### config.mk
export PLATFORM = sky130hd
export DESIGN_NAME = gamepad_input_conditioner
export DESIGN_NICKNAME = d
export VERILOG_FILES = /design/src/hdl/gic_pkg.sv /design/src/hdl/gic_ram.sv /design/src/hdl/gic_div.sv /design/src/hdl/gamepad_input_conditioner.sv
export SDC_FILE = /design/constraint.sdc
export NUM_CORES = 1
export LEC_CHECK = 0
export ABC_CLOCK_PERIOD_IN_PS = 16400
export BUFFER_PORTS_ARGS = -buffer_cell sky130_fd_sc_hd__buf_2
export CELL_PAD_IN_SITES_DETAIL_PLACEMENT = 0
export CELL_PAD_IN_SITES_GLOBAL_PLACEMENT = 2
export CORE_ASPECT_RATIO = 0.6
export CORE_MARGIN = 8
export CORE_UTILIZATION = 46
export DETAILED_ROUTE_END_ITERATION = 8
export PLACE_DENSITY_LB_ADDON = 0.2
export SYNTH_ARGS = -nofsm -noshare
export SYNTH_HDL_FRONTEND = slang
export SYNTH_SLANG_ARGS = --single-unit
### constraint.sdc
create_clock -name clk -period 16.4 [get_ports clk]
set_input_delay 1.64 -clock clk [delete_from_list [all_inputs] [get_ports clk]]
set_output_delay 1.64 -clock clk [all_outputs]
set_load 0.02 [all_outputs]
### src/hdl/gic_pkg.sv
// ============================================================================
// Gamepad input conditioner package
// Shared types, constants and the key code to button table.
// ============================================================================
`default_nettype none

package gic_pkg;

  localparam int NUM_USERS_DEF = 4;

  // Configuration register indexes and reset values.
  localparam int CFG_IDX_W = 2;
  localparam int CFG_DATA_W = 15;
  localparam logic [CFG_IDX_W-1:0] CFG_LEFT_DZ = 2'd0;
  localparam logic [CFG_IDX_W-1:0] CFG_RIGHT_DZ = 2'd1;
  localparam logic [CFG_IDX_W-1:0] CFG_TRIG_THR = 2'd2;
  localparam logic [14:0] LEFT_DZ_RST = 15'd7849;
  localparam logic [14:0] RIGHT_DZ_RST = 15'd8689;
  localparam logic [7:0] TRIG_THR_RST = 8'd30;

  // Divider geometry: numerator is a 15-bit magnitude times 32767.
  localparam int MAG_W = 15;
  localparam int NUM_W = 2 * MAG_W;
  localparam int DIV_STEPS = MAG_W;

  typedef struct packed {
    logic             start;
    logic [NUM_W-1:0] num;
    logic [MAG_W-1:0] den;
  } div_req_t;

  typedef struct packed {
    logic [15:0]      prev_buttons;
    logic [1:0]       prev_trig;
    logic [1:0]       trig_edges;   // bit 1 right, bit 0 left
    logic [15:0]      pressed;
    logic [3:0][15:0] sticks;       // 0 left x, 1 left y, 2 right x, 3 right y
  } entry_t;

  localparam logic [15:0] KEY_A = 16'h5800;
  localparam logic [15:0] KEY_B = 16'h5801;
  localparam logic [15:0] KEY_X = 16'h5802;
  localparam logic [15:0] KEY_Y = 16'h5803;
  localparam logic [15:0] KEY_RSHOULDER = 16'h5804;
  localparam logic [15:0] KEY_LSHOULDER = 16'h5805;
  localparam logic [15:0] KEY_DPAD_UP = 16'h5810;
  localparam logic [15:0] KEY_DPAD_DOWN = 16'h5811;
  localparam logic [15:0] KEY_DPAD_LEFT = 16'h5812;
  localparam logic [15:0] KEY_DPAD_RIGHT = 16'h5813;
  localparam logic [15:0] KEY_START = 16'h5814;
  localparam logic [15:0] KEY_BACK = 16'h5815;
  localparam logic [15:0] KEY_LTHUMB = 16'h5816;
  localparam logic [15:0] KEY_RTHUMB = 16'h5817;

  function automatic logic [15:0] key_to_button(input logic [15:0] code);
    logic [15:0] b;
    case (code)
      KEY_A:          b = 16'h1000;
      KEY_B:          b = 16'h2000;
      KEY_X:          b = 16'h4000;
      KEY_Y:          b = 16'h8000;
      KEY_RSHOULDER:  b = 16'h0200;
      KEY_LSHOULDER:  b = 16'h0100;
      KEY_DPAD_UP:    b = 16'h0001;
      KEY_DPAD_DOWN:  b = 16'h0002;
      KEY_DPAD_LEFT:  b = 16'h0004;
      KEY_DPAD_RIGHT: b = 16'h0008;
      KEY_START:      b = 16'h0010;
      KEY_BACK:       b = 16'h0020;
      KEY_LTHUMB:     b = 16'h0040;
      KEY_RTHUMB:     b = 16'h0080;
      default:        b = 16'h0000;
    endcase
    return b;
  endfunction

endpackage

`default_nettype wire

### src/hdl/gic_ram.sv
// ============================================================================
// Generic RAM
// One write port, one read port, read data registered.
// ============================================================================
`default_nettype none

module gic_ram #(
  parameter int WIDTH = 8,
  parameter int DEPTH = 4,
  parameter int AW = (DEPTH > 1) ? $clog2(DEPTH) : 1
) (
  input  wire logic             clk,
  input  wire logic             we,
  input  wire logic [AW-1:0]    waddr,
  input  wire logic [WIDTH-1:0] wdata,
  input  wire logic             re,
  input  wire logic [AW-1:0]    raddr,
  output logic [WIDTH-1:0]      rdata
);

  logic [WIDTH-1:0] mem [DEPTH];

  always_ff @(posedge clk) begin
    if (we) begin
      mem[waddr] <= wdata;
    end
    if (re) begin
      rdata <= mem[raddr];
    end
  end

endmodule

`default_nettype wire

### src/hdl/gic_div.sv
// ============================================================================
// Radix-2 divider
// Restoring division of a 30-bit numerator by a 15-bit divisor, one quotient
// bit per cycle. The quotient must fit in 15 bits.
// ============================================================================
`default_nettype none

module gic_div (
  input  wire logic                           clk,
  input  wire logic                           rst_n,
  input  wire gic_pkg::div_req_t              req,
  output logic                                done,
  output logic [gic_pkg::MAG_W-1:0]           quotient
);

  localparam int W = gic_pkg::MAG_W;
  localparam int CNT_W = $clog2(gic_pkg::DIV_STEPS + 1);

  logic [W-1:0]     rem_r;
  logic [W-1:0]     numlo_r;
  logic [W-1:0]     den_r;
  logic [W-1:0]     quo_r;
  logic [CNT_W-1:0] cnt_r;
  logic             busy_r;
  logic             done_r;

  logic [W:0]   trial;
  logic         ge;
  logic [W-1:0] rem_nxt;

  // The upper half of the numerator is already below the divisor, so only
  // the lower half produces quotient bits.
  always_comb begin
    trial = {rem_r, numlo_r[W-1]};
    ge = (trial >= {1'b0, den_r});
    rem_nxt = ge ? W'(trial - {1'b0, den_r}) : trial[W-1:0];
  end

  always_ff @(posedge clk) begin
    if (!rst_n) begin
      busy_r <= 1'b0;
      done_r <= 1'b0;
      cnt_r <= '0;
    end else begin
      done_r <= !req.start && busy_r && (cnt_r == CNT_W'(1));
      if (req.start) begin
        busy_r <= 1'b1;
        cnt_r <= CNT_W'(gic_pkg::DIV_STEPS);
      end else if (busy_r) begin
        cnt_r <= cnt_r - 1'b1;
        if (cnt_r == CNT_W'(1)) begin
          busy_r <= 1'b0;
        end
      end
    end
  end

  always_ff @(posedge clk) begin
    if (req.start) begin
      rem_r <= req.num[gic_pkg::NUM_W-1:W];
      numlo_r <= req.num[W-1:0];
      den_r <= req.den;
      quo_r <= '0;
    end else if (busy_r) begin
      rem_r <= rem_nxt;
      numlo_r <= {numlo_r[W-2:0], 1'b0};
      quo_r <= {quo_r[W-2:0], ge};
    end
  end

  assign done = done_r;
  assign quotient = quo_r;

endmodule

`default_nettype wire

### src/hdl/gamepad_input_conditioner.sv
// ============================================================================
// Gamepad input conditioner
// Per-controller button edge detection, stick dead-zone scaling and trigger
// edge detection, with the per-controller state held in a small RAM.
// ============================================================================
// One input beat is one poll of one controller; every accepted beat yields
// one result beat. A connected poll passes, from acceptance to the next
// acceptance, through one RAM read, then the four stick axes in turn
// through a single shared radix-2 divider, then a write-back. A
// disconnected poll replays the stored result without the divider. The
// result sits in an output register, so a new beat is taken while an
// earlier result still waits; the block waits at the end of an item only
// if that register is still full. After reset every controller reads as
// all zero without any clearing pass.
`default_nettype none

module gamepad_input_conditioner #(
  parameter int NUM_USERS = gic_pkg::NUM_USERS_DEF
) (
  input  wire logic                             clk,
  input  wire logic                             rst_n,
  // configuration
  input  wire logic                             cfg_write_en,
  input  wire logic [gic_pkg::CFG_IDX_W-1:0]    cfg_index,
  input  wire logic [gic_pkg::CFG_DATA_W-1:0]   cfg_data,
  // poll beats
  input  wire logic                             in_valid,
  output logic                                  in_stall,
  input  wire logic [1:0]                       in_user_index,
  input  wire logic                             in_connected,
  input  wire logic [15:0]                      in_buttons,
  input  wire logic [7:0]                       in_left_trigger,
  input  wire logic [7:0]                       in_right_trigger,
  input  wire logic signed [15:0]               in_left_x,
  input  wire logic signed [15:0]               in_left_y,
  input  wire logic signed [15:0]               in_right_x,
  input  wire logic signed [15:0]               in_right_y,
  input  wire logic                             in_key_valid,
  input  wire logic                             in_key_repeat,
  input  wire logic [15:0]                      in_virtual_key,
  // result beats
  output logic                                  out_valid,
  input  wire logic                             out_stall,
  output logic [15:0]                           out_pressed_buttons,
  output logic                                  out_left_trigger_pressed,
  output logic                                  out_right_trigger_pressed,
  output logic signed [15:0]                    out_left_x_scaled,
  output logic signed [15:0]                    out_left_y_scaled,
  output logic signed [15:0]                    out_right_x_scaled,
  output logic signed [15:0]                    out_right_y_scaled
);

  localparam int UIDX_W = (NUM_USERS > 1) ? $clog2(NUM_USERS) : 1;
  localparam int ENT_W = $bits(gic_pkg::entry_t);
  localparam int MW = gic_pkg::MAG_W;

  localparam logic [2:0] S_IDLE  = 3'd0;
  localparam logic [2:0] S_READ  = 3'd1;
  localparam logic [2:0] S_START = 3'd2;
  localparam logic [2:0] S_WAIT  = 3'd3;
  localparam logic [2:0] S_FIN   = 3'd4;

  localparam logic [1:0] K_ZERO = 2'd0;
  localparam logic [1:0] K_POS  = 2'd1;
  localparam logic [1:0] K_NEG  = 2'd2;

  // Configuration registers.
  logic [14:0] left_dz_r;
  logic [14:0] right_dz_r;
  logic [7:0]  trig_thr_r;

  always_ff @(posedge clk) begin
    if (!rst_n) begin
      left_dz_r <= gic_pkg::LEFT_DZ_RST;
      right_dz_r <= gic_pkg::RIGHT_DZ_RST;
      trig_thr_r <= gic_pkg::TRIG_THR_RST;
    end else if (cfg_write_en) begin
      case (cfg_index)
        gic_pkg::CFG_LEFT_DZ:  left_dz_r <= cfg_data;
        gic_pkg::CFG_RIGHT_DZ: right_dz_r <= cfg_data;
        gic_pkg::CFG_TRIG_THR: trig_thr_r <= cfg_data[7:0];
        default: ;
      endcase
    end
  end

  // Control and captured beat.
  logic [2:0]       state_r;
  logic [1:0]       ax_r;
  logic [1:0]       kind_r;
  logic             out_valid_r;
  logic [NUM_USERS-1:0] written_r;

  logic [UIDX_W-1:0] idx_r;
  logic              conn_r;
  logic [15:0]       btn_r;
  logic [7:0]        lt_r;
  logic [7:0]        rt_r;
  logic [3:0][15:0]  axis_r;
  logic              kv_r;
  logic              kr_r;
  logic [15:0]       vk_r;

  gic_pkg::entry_t   ent_r;
  logic [3:0][15:0]  stick_r;
  gic_pkg::entry_t   res_r;

  logic              accept;
  logic [UIDX_W-1:0] in_idx;
  logic [ENT_W-1:0]  ram_rdata;
  logic              ram_we;
  gic_pkg::entry_t   new_ent;
  gic_pkg::entry_t   fin_res;
  logic              out_free;
  logic              fin_go;

  assign accept = in_valid && !in_stall;
  assign in_stall = (state_r != S_IDLE);
  // An index past the last controller falls back to controller 0.
  assign in_idx = (32'(in_user_index) < NUM_USERS) ? UIDX_W'(in_user_index) : '0;
  assign out_free = !out_valid_r || !out_stall;
  assign fin_go = (state_r == S_FIN) && out_free;
  assign ram_we = fin_go && conn_r;

  gic_ram #(
    .WIDTH(ENT_W),
    .DEPTH(NUM_USERS)
  ) u_state_ram (
    .clk(clk),
    .we(ram_we),
    .waddr(idx_r),
    .wdata(new_ent),
    .re(accept),
    .raddr(in_idx),
    .rdata(ram_rdata)
  );

  // Axis operand for the divider.
  logic [14:0]        dz;
  logic signed [16:0] vs;
  logic signed [16:0] ds;
  logic signed [16:0] xp;
  logic signed [16:0] xn;
  logic               is_pos;
  logic               is_neg;
  logic               den_zero;
  logic [MW-1:0]      mag;
  gic_pkg::div_req_t  div_req;
  logic               div_done;
  logic [MW-1:0]      div_q;
  logic [15:0]        axis_res;

  always_comb begin
    dz = ax_r[1] ? right_dz_r : left_dz_r;
    vs = 17'(signed'(axis_r[ax_r]));
    ds = signed'({2'b00, dz});
    xp = vs - ds;
    xn = -vs - ds - 17'sd1;
    is_pos = (vs > ds);
    is_neg = (vs < -ds);
    den_zero = (dz == {MW{1'b1}});
    mag = is_pos ? xp[MW-1:0] : xn[MW-1:0];
    div_req.start = (state_r == S_START);
    // mag * 32767 as a shift and subtract
    div_req.num = {mag, {MW{1'b0}}} - {{MW{1'b0}}, mag};
    // 32767 - dz is the bitwise complement in 15 bits
    div_req.den = den_zero ? MW'(1) : ~dz;
  end

  gic_div u_div (
    .clk(clk),
    .rst_n(rst_n),
    .req(div_req),
    .done(div_done),
    .quotient(div_q)
  );

  always_comb begin
    case (kind_r)
      K_POS:   axis_res = {1'b0, div_q};
      K_NEG:   axis_res = 16'd0 - {1'b0, div_q};
      default: axis_res = 16'd0;
    endcase
  end

  // Update of the controller entry.
  logic       lt_on;
  logic       rt_on;
  logic [15:0] pressed;

  always_comb begin
    lt_on = (lt_r > trig_thr_r);
    rt_on = (rt_r > trig_thr_r);
    pressed = btn_r & ~ent_r.prev_buttons;
    new_ent.prev_buttons = btn_r;
    new_ent.sticks = stick_r;
    new_ent.prev_trig = ent_r.prev_trig;
    new_ent.trig_edges = ent_r.trig_edges;
    // Trigger history only moves on frames that carry a keystroke.
    if (kv_r) begin
      if (kr_r) begin
        pressed = pressed | gic_pkg::key_to_button(vk_r);
      end
      new_ent.trig_edges = {rt_on && !ent_r.prev_trig[1], lt_on && !ent_r.prev_trig[0]};
      new_ent.prev_trig = {rt_on, lt_on};
    end
    new_ent.pressed = pressed;
    fin_res = conn_r ? new_ent : ent_r;
  end

  always_ff @(posedge clk) begin
    if (!rst_n) begin
      state_r <= S_IDLE;
      out_valid_r <= 1'b0;
      written_r <= '0;
      ax_r <= '0;
    end else begin
      out_valid_r <= fin_go || (out_valid_r && out_stall);
      case (state_r)
        S_IDLE: begin
          if (accept) begin
            state_r <= S_READ;
          end
        end
        S_READ: begin
          ax_r <= '0;
          state_r <= conn_r ? S_START : S_FIN;
        end
        S_START: begin
          state_r <= S_WAIT;
        end
        S_WAIT: begin
          if (div_done) begin
            ax_r <= ax_r + 1'b1;
            state_r <= (ax_r == 2'd3) ? S_FIN : S_START;
          end
        end
        S_FIN: begin
          if (out_free) begin
            state_r <= S_IDLE;
            if (conn_r) begin
              written_r[idx_r] <= 1'b1;
            end
          end
        end
        default: state_r <= S_IDLE;
      endcase
    end
  end

  always_ff @(posedge clk) begin
    if (accept) begin
      idx_r <= in_idx;
      conn_r <= in_connected;
      btn_r <= in_buttons;
      lt_r <= in_left_trigger;
      rt_r <= in_right_trigger;
      axis_r <= {in_right_y, in_right_x, in_left_y, in_left_x};
      kv_r <= in_key_valid;
      kr_r <= in_key_repeat;
      vk_r <= in_virtual_key;
    end
    // An entry never written since reset reads as zero.
    if (state_r == S_READ) begin
      ent_r <= written_r[idx_r] ? gic_pkg::entry_t'(ram_rdata) : '0;
    end
    if (state_r == S_START) begin
      kind_r <= den_zero ? K_ZERO : (is_pos ? K_POS : (is_neg ? K_NEG : K_ZERO));
    end
    if (state_r == S_WAIT && div_done) begin
      stick_r[ax_r] <= axis_res;
    end
    if (fin_go) begin
      res_r <= fin_res;
    end
  end

  assign out_valid = out_valid_r;
  assign out_pressed_buttons = res_r.pressed;
  assign out_left_trigger_pressed = res_r.trig_edges[0];
  assign out_right_trigger_pressed = res_r.trig_edges[1];
  assign out_left_x_scaled = res_r.sticks[0];
  assign out_left_y_scaled = res_r.sticks[1];
  assign out_right_x_scaled = res_r.sticks[2];
  assign out_right_y_scaled = res_r.sticks[3];

endmodule

`default_nettype wire
==> flow_summary.yaml <==
placed_design:
  finalWeightedCongestion: 0.8396
  pre_cts_ws_ns: 10.15
  hpwlAfterDp_um: 62020
  numPortBuffers: 222
timing:
  finalSetupViolCount: 0
  skew_ns: 0.05113
  fin_setup_tns_ns: 0
  period_share: 0.3830
  fmax_ghz: 0.1592
  rsz0062_at_grt: "no"
  hold_violations: 0
  worst_pin_slew_ns: 1.308
  slew_viol_final: 0
  fin_ws_ns: 10.12
  slew-limit-headroom: 0.1191
  finalCriticalPeriod_ns: 6.281
cells_and_area:
  multi_input_area_um2: 10760
  drive_gt1_frac: 0.2268
  seq_area_um2: 28710
  final.fill_count: 7063
  utilization: 0.5261
  area_delta_synth_final_pct: 14.02
  final_nets: 2915
worst_hold_path:
  hp-class: "reg -> reg"
synthesis:
  yosys_most_used_dff: "edfxtp_1"
  synth.most_common_cell: "edfxtp_1"
  ys_warn_count: 0
  async_flop_share: 0
  syn_nets: 2664
  synth_commonest_cells: "910 x edfxtp_1, 164 x nand2_1, 112 x mux4_2"
  synth.avg_cell_area_um2: 16.50
  yosysTopAreaCell: "edfxtp_1"
  synthCells: 2434
  synth_area_um2: 40150
  ys_seq_area_frac: 0.7149
  synth_edf_count: 910
  ys_seq_elements: 979
  synth_area_leaders: "edfxtp_1 68%, mux4_2 6.3%, dfxtp_1 3.4%, ha_1 2.7%, mux2_2 2.5%"
  synth.distinct_cells: 84
  yosysTopAreaCellShare: 0.6805
worst_setup_path:
  required_ns: 16.90
  slowest_delay_ns: 0.85
  critPathKind: "reg -> reg"
  crit_path_max_fanout: 17
  crit_path_start_kind: "flip-flop"
  crit_arrival_ns: 6.78
  end_kind: "flip-flop"
  path_cells: "buf_4 > mux4_1 > inv_1 > ha_1 > nand2b_1 > a221oi_1 > o311ai_2 > a31oi_2 > xnor2_1 > ha_1 > nand2_1 > mux2i_1 > o21a_1 > nand2_1 > or3b_4 > a21oi_1 > o22ai_1 > a211oi_2"
  cpMaxStageDelayCell: "a31oi_2"
global_route:
  grt_antenna_before_repair: 9
  grt_remaining_overflow: 0
  grt_pass1_wl_um: 142200
  grt_pass1_vias: 22030
  grt.total_usage: 0.1944
  grt_max_degree: 78
floorplanning:
  die_y_um: 244.9
  core_region_area_um2: 87020
  io_pins: 223
  initial_core_util: 0.4614
  fp.dieW_um: 397.4
  dieArea_um2: 97310
  row_count: 84
cts:
  cts_tree: "done"
  clk_latency_ns: 0.68
  post_cts_buffers: 0
  cts_max_level: 3
  clock_sinks: 979
  root_buffer: "clkbuf_16"
  clkTransAtPathRegs_ns: 0.07
  cts_buffers: 91
  ctsResizeCount: 0
  cts_hold_buf: 0
  clk_path_buf_depth: 3
route:
  wire_per_inst_um: 24.33
  drtIter0Drc: 1707
  drtAntennaViolNets: 0
  wl_um: 95500
  via_per_inst: 5.572
  vias: 21870
  remaining_drc_errors: 0
  firstDrtPassIters: 6
pwr:
  max-vdd-ir-drop_uv: 73.56
  cellPowerDensity_nw_per_um2: 123.3
  p_leak_nw: 15.96
flow_run:
  max_cap_violations: 0
status:
  status: "completed"
-- routing by layer --
layer / GRT usage / routed length [µm] / up-vias
met1: 0.3071 / 46990 / 11230
li1: - / - / 9838
met4: 0.03997 / 1446 / 0
met2: 0.2762 / 40090 / 697
met5: 0 / 0 / -
met3: 0.04176 / 6980 / 107
-- area by class of cell --
class	instances	area share
inverters	93	0.007625
diodes	4	0.0002186
clock inverters	67	0.01670
flip-flops and latches	979	0.6271
clock buffers	101	0.05149
repair buffers	256	0.03004
multi-input cells	1264	0.2351
well taps	1161	0.03173
-- worst paths after layout --
| check | slack [ns] | cells past startpoint | from | to |
|---|---|---|---|---|
| max | 10.12 | 18 | ax_r[0] | u_div.rem_r[1] |
| min | 0.47 | 1 | written_r[3] | written_r[3] |
| max reg2reg | 10.12 | 18 | ax_r[0] | u_div.rem_r[1] |
| min reg2reg | 0.47 | 1 | written_r[3] | written_r[3] |
-- sequential cells by signal (all words and copies together), names as in the netlist, 4 cells and up --
signal,cells
u_div.cnt_r,4
out_left_y_scaled,16
u_div.quotient,15
axis_r,64
new_ent,64
left_dz_r,15
u_div.rem_r,15
lt_r,8
u_state_ram.rdata,100
u_state_ram.mem,400
u_div.numlo_r,15
u_div.den_r,15
rt_r,8
btn_r,16
out_left_x_scaled,16
right_dz_r,15
written_r,4
out_pressed_buttons,16
ent_r,100
out_right_y_scaled,16
vk_r,16
out_right_x_scaled,16
trig_thr_r,8
-- report_power, final --
part | internal (W) | switching (W)
Sequential | 0.00284 | 0.0000423
Combinational | 0.000196 | 0.000363
Clock | 0.00127 | 0.000936
Total | 0.00430 | 0.00134
-- metrics by stage --
step	power (W)	area (µm²)	cells	hold slack [ns]
floorplan	0.003298	40150	2434	0.4351
global placement	0.003488	42650	3753	0.4453
detailed placement	0.003495	42650	3753	0.4528
CTS	0.005706	45770	3921	0.4683
global route	0.005849	45770	3921	0.4858
finish	0.005646	45780	3925	0.4680
-- cells in the final DEF (no fill, tap or decap), drive strengths merged, types with 7 or more instances in the layout --
cell type,Yosys,routed
a211oi,10,10
a21boi,24,24
a21o,15,15
a21oi,54,54
a31oi,8,8
and2,111,111
and3,11,11
buf,31,256
bufinv,0,14
clkbuf,67,101
clkinv,0,42
dfxtp,69,69
edfxtp,910,910
ha,88,88
inv,93,98
mux2,88,88
mux2i,59,59
mux4,117,117
nand2,164,164
nand2b,18,18
nand3,36,36
nand4,11,11
nor2,100,100
nor2b,29,29
nor3,23,23
nor3b,7,7
nor4,12,12
o21a,10,10
o21ai,80,80
o22ai,10,10
or3,20,20
xnor2,45,45
xor2,15,15
-- critical path: cells and delay by family, from the launching register on --
family | cells | cell delay [ns]
XOR/XNOR | 1 | 0.32
AND/OR/NAND/NOR | 4 | 0.94
buffers and inverters | 2 | 0.46
flip-flops | 1 | 0.44
multiplexers | 2 | 0.91
adder cells (fa/ha/maj) | 2 | 0.71
AO/OA/AOI/OAI | 7 | 2.31
-- cell families after synthesis --
group                    share of synthesized area
buffers and inverters                      0.01857
XOR/XNOR                                   0.01309
multiplexers                                0.1055
AO/OA/AOI/OAI                              0.04596
adder cells (fa/ha/maj)                    0.02892
flip-flops                                  0.7149
AND/OR/NAND/NOR                            0.07304
No activity file was read; power rests on OpenSTA's default activity.
